===== src/a64dp_pkg.sv =====
// ----------------------------------------------------------------------------
// a64dp_pkg
// Shared types, decode codes and sizes for the A64 data-processing-immediate
// execute block.
// ----------------------------------------------------------------------------
package a64dp_pkg;

  localparam int NumRegs  = 31;
  localparam int RegIdxW  = 5;
  localparam int DataW    = 64;
  localparam int QDepth   = 2;
  localparam int QPtrW    = $clog2(QDepth);
  localparam int QCntW    = $clog2(QDepth + 1);

  // instruction class codes (bits 25:23)
  localparam logic [2:0] OPI_ADDSUB = 3'b010;
  localparam logic [2:0] OPI_MOVW   = 3'b101;

  // register 31: stack pointer or zero register depending on the form
  localparam logic [RegIdxW-1:0] REG_SP_ZR = 5'b11111;

  // wide move opcodes (bits 30:29)
  localparam logic [1:0] MOV_N = 2'b00;
  localparam logic [1:0] MOV_Z = 2'b10;
  localparam logic [1:0] MOV_K = 2'b11;

  localparam int Imm12Shift = 12;
  localparam int HwShift    = 16;

  typedef enum logic [1:0] {
    ST_OK        = 2'd0,
    ST_BAD_CLASS = 2'd1,
    ST_BAD_OP    = 2'd2
  } status_t;

  typedef enum logic [1:0] {
    CLS_ADDSUB,
    CLS_MOVW,
    CLS_NONE
  } cls_t;

  typedef struct packed {
    cls_t                cls;
    status_t             status;
    logic                sf;
    logic [1:0]          opc;
    logic                sh;
    logic [11:0]         imm12;
    logic [RegIdxW-1:0]  rn;
    logic [RegIdxW-1:0]  rd;
    logic [1:0]          hw;
    logic [15:0]         imm16;
  } dec_t;

endpackage


===== src/a64dp_ram.sv =====
// ----------------------------------------------------------------------------
// a64dp_ram
// Generic single-write, single-read RAM with registered read data
// (read-first on a same-address write).
// ----------------------------------------------------------------------------
module a64dp_ram #(
  parameter int Width = 64,
  parameter int Depth = 31
) (
  input  logic                     clk,
  input  logic                     we,
  input  logic [$clog2(Depth)-1:0] waddr,
  input  logic [Width-1:0]         wdata,
  input  logic                     re,
  input  logic [$clog2(Depth)-1:0] raddr,
  output logic [Width-1:0]         rdata
);

  logic [Width-1:0] mem [Depth];
  logic [Width-1:0] rdata_r;

  always_ff @(posedge clk) begin
    if (we) begin
      mem[waddr] <= wdata;
    end
    if (re) begin
      rdata_r <= mem[raddr];
    end
  end

  assign rdata = rdata_r;

endmodule


===== src/a64dp_decode.sv =====
// ----------------------------------------------------------------------------
// a64dp_decode
// Front end: splits an instruction word into its fields and classifies it
// as add/sub immediate, wide move, or unsupported.
// ----------------------------------------------------------------------------
module a64dp_decode (
  input  logic [31:0]     insn,
  output a64dp_pkg::dec_t dec
);

  import a64dp_pkg::*;

  logic [2:0] opi;

  assign opi = insn[25:23];

  always_comb begin
    dec        = '0;
    dec.sf     = insn[31];
    dec.opc    = insn[30:29];
    dec.sh     = insn[22];
    dec.imm12  = insn[21:10];
    dec.rn     = insn[9:5];
    dec.rd     = insn[4:0];
    dec.hw     = insn[22:21];
    dec.imm16  = insn[20:5];
    dec.cls    = CLS_NONE;
    dec.status = ST_BAD_CLASS;
    if (opi == OPI_ADDSUB) begin
      dec.cls    = CLS_ADDSUB;
      dec.status = ST_OK;
    end else if (opi == OPI_MOVW) begin
      // opc 01 has no wide move; upper halfwords need the 64-bit form
      if ((insn[30:29] != MOV_N && insn[30:29] != MOV_Z && insn[30:29] != MOV_K) ||
          (!insn[31] && insn[22])) begin
        dec.status = ST_BAD_OP;
      end else begin
        dec.cls    = CLS_MOVW;
        dec.status = ST_OK;
      end
    end
  end

endmodule


===== src/a64dp_queue.sv =====
// ----------------------------------------------------------------------------
// a64dp_queue
// Short FIFO of decoded instructions between the front end and the
// execute back end; push and pop may happen in the same cycle.
// ----------------------------------------------------------------------------
module a64dp_queue (
  input  logic            clk,
  input  logic            rst_n,
  input  logic            push,
  input  a64dp_pkg::dec_t push_data,
  output logic            full,
  input  logic            pop,
  output logic            head_valid,
  output a64dp_pkg::dec_t head_data
);

  import a64dp_pkg::*;

  dec_t             slot_r [QDepth];
  logic [QPtrW-1:0] wr_ptr_r;
  logic [QPtrW-1:0] rd_ptr_r;
  logic [QCntW-1:0] count_r;
  logic [QCntW-1:0] count_nxt;
  logic             do_push;
  logic             do_pop;

  assign full       = (count_r == QCntW'(QDepth));
  assign head_valid = (count_r != '0);
  assign head_data  = slot_r[rd_ptr_r];
  assign do_push    = push && !full;
  assign do_pop     = pop && head_valid;

  always_comb begin
    count_nxt = count_r;
    if (do_push && !do_pop) begin
      count_nxt = count_r + 1'b1;
    end else if (do_pop && !do_push) begin
      count_nxt = count_r - 1'b1;
    end
  end

  always_ff @(posedge clk) begin
    if (!rst_n) begin
      wr_ptr_r <= '0;
      rd_ptr_r <= '0;
      count_r  <= '0;
    end else begin
      count_r <= count_nxt;
      if (do_push) begin
        wr_ptr_r <= (wr_ptr_r == QPtrW'(QDepth - 1)) ? '0 : wr_ptr_r + 1'b1;
      end
      if (do_pop) begin
        rd_ptr_r <= (rd_ptr_r == QPtrW'(QDepth - 1)) ? '0 : rd_ptr_r + 1'b1;
      end
    end
  end

  always_ff @(posedge clk) begin
    if (do_push) begin
      slot_r[wr_ptr_r] <= push_data;
    end
  end

endmodule


===== src/a64dp_exec.sv =====
// ----------------------------------------------------------------------------
// a64dp_exec
// Back end: reads the register file, runs the add/sub or wide move,
// writes back registers, stack pointer and flags, and holds the result
// beat in an output register.
// ----------------------------------------------------------------------------
module a64dp_exec (
  input  logic                             clk,
  input  logic                             rst_n,
  input  logic                             q_valid,
  input  a64dp_pkg::dec_t                  q_data,
  output logic                             q_pop,
  output logic                             out_valid,
  input  logic                             out_ready,
  output logic                             out_write_enable,
  output logic [a64dp_pkg::RegIdxW-1:0]    out_dest_index,
  output logic [a64dp_pkg::DataW-1:0]      out_written_value,
  output logic                             out_flags_updated,
  output logic                             out_flag_negative,
  output logic                             out_flag_zero,
  output logic                             out_flag_carry,
  output logic                             out_flag_overflow,
  output logic [1:0]                       out_status
);

  import a64dp_pkg::*;

  // pipeline control
  logic               e2_valid_r;
  dec_t               e2_dec_r;
  logic               out_valid_r;
  logic               e2_adv;
  logic               pop;

  // architectural state
  logic [NumRegs-1:0] reg_valid_r;
  logic [DataW-1:0]   sp_r;
  logic [3:0]         nzcv_r;

  // read side
  logic [RegIdxW-1:0] rd_idx;
  logic               rd_live;
  logic               src_live_r;
  logic               fwd_hit_r;
  logic [DataW-1:0]   fwd_data_r;
  logic [DataW-1:0]   ram_rdata;
  logic [DataW-1:0]   src;

  // execute
  logic [DataW-1:0]   a_full;
  logic [DataW-1:0]   imm_ext;
  logic [DataW-1:0]   b_full;
  logic [DataW-1:0]   a_op;
  logic [DataW-1:0]   b_op;
  logic [DataW:0]     sum;
  logic [DataW-1:0]   as_res;
  logic               fl_n;
  logic               fl_z;
  logic               fl_c;
  logic               fl_v;
  logic [5:0]         shamt;
  logic [DataW-1:0]   mv_op;
  logic [DataW-1:0]   mv_mask;
  logic [DataW-1:0]   mv_raw;
  logic [DataW-1:0]   mv_res;
  logic [DataW-1:0]   res;
  logic               reg_we_c;
  logic               sp_we_c;
  logic               flags_we_c;
  logic               reg_we;

  // output register
  logic               out_we_r;
  logic [RegIdxW-1:0] out_dest_r;
  logic [DataW-1:0]   out_value_r;
  logic               out_fu_r;
  logic [3:0]         out_nzcv_r;
  status_t            out_status_r;

  assign e2_adv = e2_valid_r && (!out_valid_r || out_ready);
  assign pop    = q_valid && (!e2_valid_r || e2_adv);
  assign q_pop  = pop;

  // add/sub reads rn, movk reads rd as its old value
  assign rd_idx  = (q_data.cls == CLS_ADDSUB) ? q_data.rn : q_data.rd;
  assign rd_live = (rd_idx != REG_SP_ZR);

  a64dp_ram #(
    .Width (DataW),
    .Depth (NumRegs)
  ) u_regfile (
    .clk   (clk),
    .we    (reg_we),
    .waddr (e2_dec_r.rd),
    .wdata (res),
    .re    (pop && rd_live),
    .raddr (rd_idx),
    .rdata (ram_rdata)
  );

  // a write landing on the read edge is not seen by the ram, so forward it
  always_ff @(posedge clk) begin
    if (pop) begin
      e2_dec_r   <= q_data;
      src_live_r <= rd_live && reg_valid_r[rd_idx];
      fwd_hit_r  <= rd_live && reg_we && (e2_dec_r.rd == rd_idx);
      fwd_data_r <= res;
    end
  end

  assign src = fwd_hit_r ? fwd_data_r : (src_live_r ? ram_rdata : '0);

  // add/sub immediate
  always_comb begin
    a_full  = (e2_dec_r.rn == REG_SP_ZR) ? sp_r : src;
    imm_ext = e2_dec_r.sh ? (DataW'(e2_dec_r.imm12) << Imm12Shift) : DataW'(e2_dec_r.imm12);
    b_full  = e2_dec_r.opc[1] ? ~imm_ext : imm_ext;
    a_op    = e2_dec_r.sf ? a_full : {32'b0, a_full[31:0]};
    b_op    = e2_dec_r.sf ? b_full : {32'b0, b_full[31:0]};
    sum     = {1'b0, a_op} + {1'b0, b_op} + (DataW+1)'(e2_dec_r.opc[1]);
    as_res  = e2_dec_r.sf ? sum[DataW-1:0] : {32'b0, sum[31:0]};
    if (e2_dec_r.sf) begin
      fl_c = sum[DataW];
      fl_n = as_res[63];
      fl_v = (a_op[63] ^ as_res[63]) & (b_op[63] ^ as_res[63]);
    end else begin
      fl_c = sum[32];
      fl_n = as_res[31];
      fl_v = (a_op[31] ^ as_res[31]) & (b_op[31] ^ as_res[31]);
    end
    fl_z = (as_res == '0);
  end

  // wide moves
  always_comb begin
    shamt   = 6'(e2_dec_r.hw * HwShift);
    mv_op   = DataW'(e2_dec_r.imm16) << shamt;
    mv_mask = DataW'(16'hFFFF) << shamt;
    unique case (e2_dec_r.opc)
      MOV_N:   mv_raw = ~mv_op;
      MOV_Z:   mv_raw = mv_op;
      default: mv_raw = (src & ~mv_mask) | mv_op;
    endcase
    mv_res = e2_dec_r.sf ? mv_raw : {32'b0, mv_raw[31:0]};
  end

  always_comb begin
    res        = '0;
    reg_we_c   = 1'b0;
    sp_we_c    = 1'b0;
    flags_we_c = 1'b0;
    unique case (e2_dec_r.cls)
      CLS_ADDSUB: begin
        res        = as_res;
        reg_we_c   = (e2_dec_r.rd != REG_SP_ZR);
        sp_we_c    = (e2_dec_r.rd == REG_SP_ZR) && !e2_dec_r.opc[0];
        flags_we_c = e2_dec_r.opc[0];
      end
      CLS_MOVW: begin
        res      = mv_res;
        reg_we_c = (e2_dec_r.rd != REG_SP_ZR);
      end
      default: begin
        res = '0;
      end
    endcase
  end

  assign reg_we = e2_adv && reg_we_c;

  always_ff @(posedge clk) begin
    if (!rst_n) begin
      e2_valid_r  <= 1'b0;
      out_valid_r <= 1'b0;
      reg_valid_r <= '0;
      sp_r        <= '0;
      nzcv_r      <= '0;
    end else begin
      if (pop) begin
        e2_valid_r <= 1'b1;
      end else if (e2_adv) begin
        e2_valid_r <= 1'b0;
      end
      if (e2_adv) begin
        out_valid_r <= 1'b1;
      end else if (out_ready) begin
        out_valid_r <= 1'b0;
      end
      if (reg_we) begin
        reg_valid_r[e2_dec_r.rd] <= 1'b1;
      end
      if (e2_adv && sp_we_c) begin
        sp_r <= res;
      end
      if (e2_adv && flags_we_c) begin
        nzcv_r <= {fl_n, fl_z, fl_c, fl_v};
      end
    end
  end

  always_ff @(posedge clk) begin
    if (e2_adv) begin
      out_we_r     <= reg_we_c || sp_we_c;
      out_dest_r   <= (reg_we_c || sp_we_c) ? e2_dec_r.rd : '0;
      out_value_r  <= (reg_we_c || sp_we_c) ? res : '0;
      out_fu_r     <= flags_we_c;
      out_nzcv_r   <= flags_we_c ? {fl_n, fl_z, fl_c, fl_v} : nzcv_r;
      out_status_r <= e2_dec_r.status;
    end
  end

  assign out_valid         = out_valid_r;
  assign out_write_enable  = out_we_r;
  assign out_dest_index    = out_dest_r;
  assign out_written_value = out_value_r;
  assign out_flags_updated = out_fu_r;
  assign out_flag_negative = out_nzcv_r[3];
  assign out_flag_zero     = out_nzcv_r[2];
  assign out_flag_carry    = out_nzcv_r[1];
  assign out_flag_overflow = out_nzcv_r[0];
  assign out_status        = out_status_r;

endmodule


===== src/a64_immediate_dp_execute_top.sv =====
// ----------------------------------------------------------------------------
// a64_immediate_dp_execute_top
// Executes A64 data-processing-immediate instructions (ADD/ADDS/SUB/SUBS
// immediate, MOVN/MOVZ/MOVK) against a 31 x 64-bit register file, SP and
// NZCV.
//
// Input channel in_valid/in_ready carries one instruction word per beat.
// Output channel out_valid/out_ready carries one result beat per
// instruction: write enable, destination, written value, flag update,
// NZCV after the instruction and a status code.
// Throughput is one instruction per cycle unless the output stalls; the
// register file read, the single 64-bit adder and writeback fit one
// execute stage, with writes forwarded to the following instruction.
// The result passes through the decode queue, the execute stage and the
// output register before out_valid rises.
// A two-entry queue sits between decode and execute, so input beats keep
// being taken while a result waits; when the receiver stalls, the output
// register, the execute stage and the queue fill, then in_ready drops.
// Reset (rst_n low, synchronous) empties the pipeline and clears SP, NZCV
// and all registers at once via per-register valid bits.
// ----------------------------------------------------------------------------
module a64_immediate_dp_execute_top (
  input  logic        clk,
  input  logic        rst_n,
  input  logic        in_valid,
  output logic        in_ready,
  input  logic [31:0] in_instruction_word,
  output logic        out_valid,
  input  logic        out_ready,
  output logic        out_write_enable,
  output logic [4:0]  out_dest_index,
  output logic [63:0] out_written_value,
  output logic        out_flags_updated,
  output logic        out_flag_negative,
  output logic        out_flag_zero,
  output logic        out_flag_carry,
  output logic        out_flag_overflow,
  output logic [1:0]  out_status
);

  import a64dp_pkg::*;

  dec_t dec;
  dec_t head_data;
  logic q_full;
  logic head_valid;
  logic q_pop;

  a64dp_decode u_decode (
    .insn (in_instruction_word),
    .dec  (dec)
  );

  assign in_ready = !q_full;

  a64dp_queue u_queue (
    .clk        (clk),
    .rst_n      (rst_n),
    .push       (in_valid),
    .push_data  (dec),
    .full       (q_full),
    .pop        (q_pop),
    .head_valid (head_valid),
    .head_data  (head_data)
  );

  a64dp_exec u_exec (
    .clk               (clk),
    .rst_n             (rst_n),
    .q_valid           (head_valid),
    .q_data            (head_data),
    .q_pop             (q_pop),
    .out_valid         (out_valid),
    .out_ready         (out_ready),
    .out_write_enable  (out_write_enable),
    .out_dest_index    (out_dest_index),
    .out_written_value (out_written_value),
    .out_flags_updated (out_flags_updated),
    .out_flag_negative (out_flag_negative),
    .out_flag_zero     (out_flag_zero),
    .out_flag_carry    (out_flag_carry),
    .out_flag_overflow (out_flag_overflow),
    .out_status        (out_status)
  );

endmodule


===== config.mk =====
export PLATFORM = sky130hd
export DESIGN_NAME = a64_immediate_dp_execute_top
export DESIGN_NICKNAME = d
export VERILOG_FILES = /design/src/a64dp_pkg.sv /design/src/a64dp_ram.sv /design/src/a64dp_decode.sv /design/src/a64dp_queue.sv /design/src/a64dp_exec.sv /design/src/a64_immediate_dp_execute_top.sv
export SDC_FILE = /design/constraint.sdc
export NUM_CORES = 2
export LEC_CHECK = 0
export BUFFER_PORTS_ARGS = -buffer_cell sky130_fd_sc_hd__buf_2
export CELL_PAD_IN_SITES_DETAIL_PLACEMENT = 1
export CELL_PAD_IN_SITES_GLOBAL_PLACEMENT = 1
export CORE_MARGIN = 2
export CORE_UTILIZATION = 54
export CTS_CLUSTER_SIZE = 16
export DETAILED_ROUTE_END_ITERATION = 10
export PLACE_DENSITY_LB_ADDON = 0.1
export SLEW_MARGIN = 20
export SYNTH_ARGS = -nofsm -noshare
export SYNTH_HDL_FRONTEND = slang
export SYNTH_SLANG_ARGS = --single-unit

===== constraint.sdc =====
create_clock -name clk -period 10.85 [get_ports clk]
set_input_delay 2.17 -clock clk [delete_from_list [all_inputs] [get_ports clk]]
set_output_delay 2.17 -clock clk [all_outputs]
set_load 0.05 [all_outputs]

; ---- Yosys cells after proc, flatten, opt, wreduce, memory -nomap -nowiden
; Memories as Yosys holds them, arrays and structs flattened. A register that Yosys moved wholly into a read port is not among the register bits.
; Index checks and enable logic that the tools add are counted.
[totals]
ff_bits = 296
ramBits = 2080
in_bits = 36
output_inout_bits = 79
memories = 2
[mem_list]
columns = name, words, word_bits, read_ports, rd_ports_with_merged_regs, wr, line_no
row1 = u_exec.u_regfile.mem, 31, 64, 1, 1, 1, a64dp_ram.sv:19  ; logic [Width-1:0] mem [Depth];
row2 = u_queue.slot_r, 2, 48, 1, 1, 1, a64dp_queue.sv:19  ; dec_t slot_r [QDepth];
[classes]
n_addsub = 6
magnitude_cmp = 3
eq_ne = 12
shifts = 2
muxes = 41
bitwise_logic = 12
reduce_logical = 39
[ops]
columns = cell, count
row1 = $mux W64, 8
row2 = $pmux W64 S2, 2
row3 = $not A64 Y64, 3
row4 = $add A64 B64 Y65, 1
row5 = $add A65 B1 Y65, 1
row6 = $and A64 B64 Y64, 1
row7 = $logic_not A64 Y1, 1
row8 = $or A64 B64 Y64, 1
row9 = $shl A16 B6 Y64, 1
row10 = $shl A16 B6 Y64 const A, 1
row11 = $or A31 B31 Y31, 1
row12 = $mux W24, 1
row13 = $mux W1, 20
row14 = $logic_and A1 B1 Y1, 18
row15 = $lt A5 B6 Y1 const B, 2
row16 = $mux W4, 3
row17 = $eq A5 B5 Y1 const B, 2
row18 = $ne A5 B5 Y1 const B, 2
row19 = $reduce_bool A2 Y1, 5
row20 = $mux W2, 4
row21 = $logic_not A1 Y1, 7
row22 = $logic_not A2 Y1, 3
row23 = $bmux W1 S5, 1
row24 = $demux W1 S5, 1
row25 = 15 further kinds, 25

; ---- Depth between registers and ports, before layout
[logic_depth]
word_depth = 11
ltp_mapped = 20
ltp_nobuf = 17

; ---- Cells and area by module
; A second synthesis with hierarchy kept.
[hier_totals]
hier_cells = 6082
hier_area_um2 = 101295.9
[modules_own_cells]
columns = module, instances, cells_each, area_per_inst_um2, seq_area_each_um2
row1 = a64dp_ram, 1, 3551, 78041.1, 61499.0
row2 = a64dp_exec, 1, 2304, 19169.6, 7757.4
row3 = a64dp_queue, 1, 174, 3697.3, 2982.9
row4 = a64dp_decode, 1, 52, 384.1, 0.0
row5 = a64_immediate_dp_execute_top, 1, 1, 3.8, 0.0

; ---- Least setup slack after synthesis
; Ideal clock, no wire load.
[synth_timing]
path_kind = input port to flip-flop
startpoint = in out_ready
endpoint = mem u_exec.u_regfile.mem[26][0], enable pin
arrival_ns = 7.797
t_required_ns = 10.269
slack_ns = 2.472
cell_stages = 5
cell_sequence = nor2b_1 > nand2b_1 > nor3_1 > nand4b_1 > nor3b_1
[synth_via]
elab_chain_len = 5
[synth_rtl]
columns = item, line_no
row1 = start: declaration, a64_immediate_dp_execute_top.sv:29  ; input logic out_ready,
row2 = $logic_or A1 B1 Y1, a64dp_exec.sv:80  ; assign e2_adv = e2_valid_r && (!out_valid_r || out_ready);
row3 = $logic_and A1 B1 Y1, a64dp_exec.sv:80
row4 = $logic_and A1 B1 Y1, a64dp_exec.sv:169  ; assign reg_we = e2_adv && reg_we_c;
row5 = $mux W1, a64dp_ram.sv:23  ; if (we) begin
row6 = $mux W1 (not written as such), a64dp_ram.sv:24  ; mem[waddr] <= wdata;
row7 = end: declaration, a64dp_ram.sv:19
; Every way passes these cells.

; ---- Worst setup path after layout
[layout_timing]
startpoint = reg u_exec.e2_dec_r[26] (netlist bit)
endpoint = mem u_exec.u_regfile.mem[26][61] (data pin)
[layout_via]
elab_chain_len = 7
[layout_rtl]
columns = item, line_no
row1 = start: declaration, a64dp_exec.sv:30  ; dec_t e2_dec_r;
row2 = start signal: assignment, a64dp_exec.sv:104  ; e2_dec_r <= q_data;
row3 = $eq A5 B5 Y1, a64dp_exec.sv:115  ; a_full = (e2_dec_r.rn == REG_SP_ZR) ? sp_r : src;
row4 = $mux W64, a64dp_exec.sv:115
row5 = $mux W64, a64dp_exec.sv:118  ; a_op = e2_dec_r.sf ? a_full : {32'b0, a_full[31:0]};
row6 = $add A64 B64 Y65, a64dp_exec.sv:120  ; sum = {1'b0, a_op} + {1'b0, b_op} + (DataW+1)'(e2_dec_r.opc[1]);
row7 = $add A65 B1 Y65, a64dp_exec.sv:120
row8 = $mux W64, a64dp_exec.sv:121  ; as_res = e2_dec_r.sf ? sum[DataW-1:0] : {32'b0, sum[31:0]};
row9 = $pmux W64 S2, a64dp_exec.sv:152  ; unique case (e2_dec_r.cls)
row10 = net u_exec.res[61], a64dp_exec.sv:66  ; logic [DataW-1:0] res;
; The timed path passes the listed nets, and every way through them passes these cells.

==> impl_metrics.json <==
{
  "status": "complete, no violations",
  "wire_per_inst_um": 34.6,
  "async_flop_share_pct": 0,
  "placed_area_um2": 103000,
  "syn-num-nets": 6350,
  "p_leak_nw": 36.2,
  "ys_ff_latch": 2387,
  "min_period_ns": 7.86,
  "hp-start": "u_exec.e2_dec_r[44]$_DFFE_PP_",
  "critPathCaptureType": "flop",
  "fin_crit_sh_pct": 72.5,
  "cap_violations": 0,
  "postCtsHoldBufs": 0,
  "power_density_nw_per_um2": 315,
  "drv_slew": 0,
  "setup.worst_path.start": "u_exec.e2_dec_r[26]$_DFFE_PP_",
  "ctsResizeCount": 0,
  "path_max_fanout": 90,
  "postSynthCellCount": 6249,
  "register_area_um2": 70600,
  "rows": 156,
  "finalSetupViolations": 0,
  "met3_length_um": 27300,
  "setup_slack_ns": 2.99,
  "cts_buffers": 230,
  "antenna_left": 0,
  "r2r_start": "u_exec.e2_dec_r[26]$_DFFE_PP_",
  "grt_setup_unrepaired": "no",
  "crit_required_ns": 11.11,
  "cts.clk_slew.worst_paths_ns": 0.06,
  "num_io_pins": 115,
  "via_per_inst": 6.72,
  "start_kind": "flop",
  "syn_to_final_growth_pct": 11.8,
  "post-cts-setup-buffer-count": 0,
  "ys.flop_type": "edfxtp_1",
  "syn_area_um2": 98600,
  "slowest_stage": "clkinv_1",
  "grt_pass1_wl_um": 443000,
  "fillCellCount": 16150,
  "hp-class": "flop to flop",
  "pre_cts_slack_ns": 3.51,
  "yosysSeqAreaShare_pct": 71.6,
  "synth_edf_count": 2281,
  "coreArea_um2": 181000,
  "wl_met2_um": 148000,
  "place_congestion": 0.913,
  "grt_pass1_vias": 61860,
  "grt_max_degree": 132,
  "timing_hold_violations_final": 0,
  "critical_path_class": "flop to flop",
  "grt_usage_pct": 33.4,
  "cts.htree.levels": 4,
  "multi_input_area_um2": 26800,
  "fin_util_pct": 60.8,
  "met1_length_um": 123000,
  "clock_sinks": 2387,
  "slew_headroom_pct": 18.9,
  "max_freq_ghz": 0.127,
  "avgSynthCellArea_um2": 15.8,
  "drt-total-wl_um": 310000,
  "vias": 60101,
  "dpl.hpwl_um": 183000,
  "worst_slew_pin_slew_ns": 1.22,
  "yosysUniqueCellTypes": 88,
  "top_layer": "met5",
  "yosys_warnings": 0,
  "portBuffers": 111,
  "clock_path_buffers": 3,
  "start_util_pct": 54.4,
  "overflow": 0,
  "finalNetCount": 6471,
  "finClkSkew_ns": 0.0638,
  "ir_drop_v": 0.000318,
  "path_cells": "and4_4 -> nand2_4 -> buf_4 -> a21oi_1 -> ha_1 -> a21oi_1 -> o21a_1 -> a21boi_0 -> o22ai_1 -> or3_1 -> a41o_1 -> or2_2 -> a311oi_1 -> o21a_1 -> clkinv_1",
  "dr.pass1.iters": 5,
  "clock_latency_ns": 0.89,
  "finalInstanceArea_um2": 110000,
  "die_h_um": 431,
  "cp_data_arrival_time_ns": 8.13,
  "cts_tree": "yes",
  "root_buffer": "clkbuf_16",
  "total_power_w": 0.0347,
  "drcViolationCount": 0,
  "dr.first_iter.drc_count": 7108,
  "grt_antenna_before_repair": 23,
  "dieArea_um2": 186000,
  "cpPeakStageDelay_ns": 0.87,
  "die_w_um": 431,
  "tns_ns": 0,
  "drive_above_1_share_pct": 18.4
}
==> layout by cell type (no fill, tap or decap), types with 11 or more instances in the layout <==
master / n
mux2_2: 32
nand2b_1: 21
nand4_1: 34
nor2_4: 29
mux4_2: 455
edfxtp_1: 2281
a21oi_1: 325
a22oi_1: 69
dfxtp_1: 106
nor4_1: 12
clkinv_2: 41
or3_1: 22
buf_4: 161
a32o_1: 11
bufinv_16: 23
and2_1: 43
a311oi_1: 70
a31oi_1: 86
buf_2: 111
clkbuf_1: 47
nand3_1: 33
o21a_1: 28
ha_1: 64
xor2_1: 16
a21o_1: 24
a211oi_1: 138
inv_1: 32
nor3_1: 49
nand2_1: 833
o21ai_0: 232
clkinv_1: 68
xnor2_1: 47
o21bai_1: 17
and3_1: 11
nor2_1: 483
nor2b_1: 13
clkbuf_16: 233
==> state kept, by name, summed over array words and instances (netlist names), 2 cells and up, named ones only <==
name                      count
u_exec.u_regfile.mem       1984
u_exec.nzcv_r                 4
u_exec.reg_valid_r           31
u_exec.out_written_value     64
u_exec.out_dest_index         5
u_exec.fwd_data_r            64
u_exec.u_regfile.rdata       64
u_exec.out_nzcv_r             4
u_queue.count_r               2
u_exec.sp_r                  64
u_exec.e2_dec_r              30
u_queue.slot_r               60
u_exec.out_status             2
==> worst paths after layout <==
check	to	slack, ns	cells past startpoint
worst max-delay path	u_exec.u_regfile.mem[26][61]$_DFFE_PP_	2.99	15
worst min-delay path	u_exec.out_status[0]$_DFFE_PP_	0.42	0
worst max register to register	u_exec.u_regfile.mem[26][61]$_DFFE_PP_	2.99	15
worst min register to register	u_exec.out_status[0]$_DFFE_PP_	0.42	0
==> Yosys cell counts, types with 7 or more instances <==
master | number | share of area (%)
mux2i_1 | 12 | 0.12
nand2_1 | 835 | 3.2
a22oi_1 | 69 | 0.53
and3_1 | 12 | 0.076
nand4_1 | 34 | 0.22
mux4_2 | 455 | 10
a32o_1 | 11 | 0.11
a21o_1 | 24 | 0.18
inv_1 | 59 | 0.22
dfxtp_1 | 106 | 2.2
o22ai_1 | 8 | 0.051
o21ai_0 | 235 | 1.2
o31ai_1 | 9 | 0.069
o211ai_1 | 9 | 0.069
mux2_2 | 37 | 0.42
nand3_1 | 34 | 0.17
a221oi_1 | 7 | 0.062
or3_1 | 22 | 0.14
buf_1 | 98 | 0.37
ha_1 | 64 | 0.81
a311oi_1 | 76 | 0.68
nor2b_1 | 14 | 0.089
edfxtp_1 | 2281 | 69
o21a_1 | 28 | 0.21
a21oi_1 | 325 | 1.6
and2_1 | 44 | 0.28
o21ai_1 | 10 | 0.051
xnor2_1 | 47 | 0.42
nor3_1 | 55 | 0.28
a31oi_1 | 86 | 0.55
o221ai_1 | 9 | 0.080
nand2b_1 | 21 | 0.13
o2111ai_1 | 8 | 0.071
xor2_1 | 16 | 0.14
nor2_1 | 517 | 2.0
a32oi_1 | 10 | 0.089
nor4_1 | 12 | 0.076
a211oi_1 | 139 | 1.1
clkbuf_1 | 287 | 1.1
or4_1 | 7 | 0.053
o21bai_1 | 17 | 0.13
==> area by class of cell <==
cell class                 instances  share of cell area (%)
clock buffer                     287                    5.54
inverter                          62                   0.217
sequential                      2387                    64.1
clock inverter                   141                    1.34
multi-input combinational       3408                    24.4
antenna                            2                 0.00454
timing repair buffer             281                    1.76
tap                             2370                    2.69
==> where the power goes <==
part / switching [W] / internal, W
Combinational: 0.00970 / 0.00407
Sequential: 0.000432 / 0.0124
Clock: 0.00355 / 0.00454
==> per-layer routing <==
metal	vias up	global-route usage (%)
met1	31677	47.0
met4	4	11.8
met5	-	0
li1	24682	-
met3	601	5.17
met2	3137	53.7
==> kinds of logic after synthesis <==
logic type	share of synthesized area (%)
DFF	71.6
and+or+nand+nor	6.92
AOI/OAI and AO/OA	7.39
muxes	10.9
buffers and inverters	1.75
adders and majority gates	0.832
xor gates and xnor gates	0.560
==> per-stage QoR <==
stage | instances | hold slack, ns
after floorplan | 6249 | 0.400
after global placement | 8507 | 0.406
after detailed placement | 8508 | 0.414
after CTS | 8936 | 0.426
after global routing | 8936 | 0.443
final | 8938 | 0.424
==> critical path, delay by kind of cell (launching register included) <==
kind | cells | cell delay (ns)
buffers and inverters | 2 | 1.63
adder cells (fa/ha/maj) | 1 | 0.50
AND/OR/NAND/NOR | 4 | 1.44
flip-flops | 1 | 0.69
AO/OA/AOI/OAI | 8 | 2.93
(Power assumes the default switching activity.)
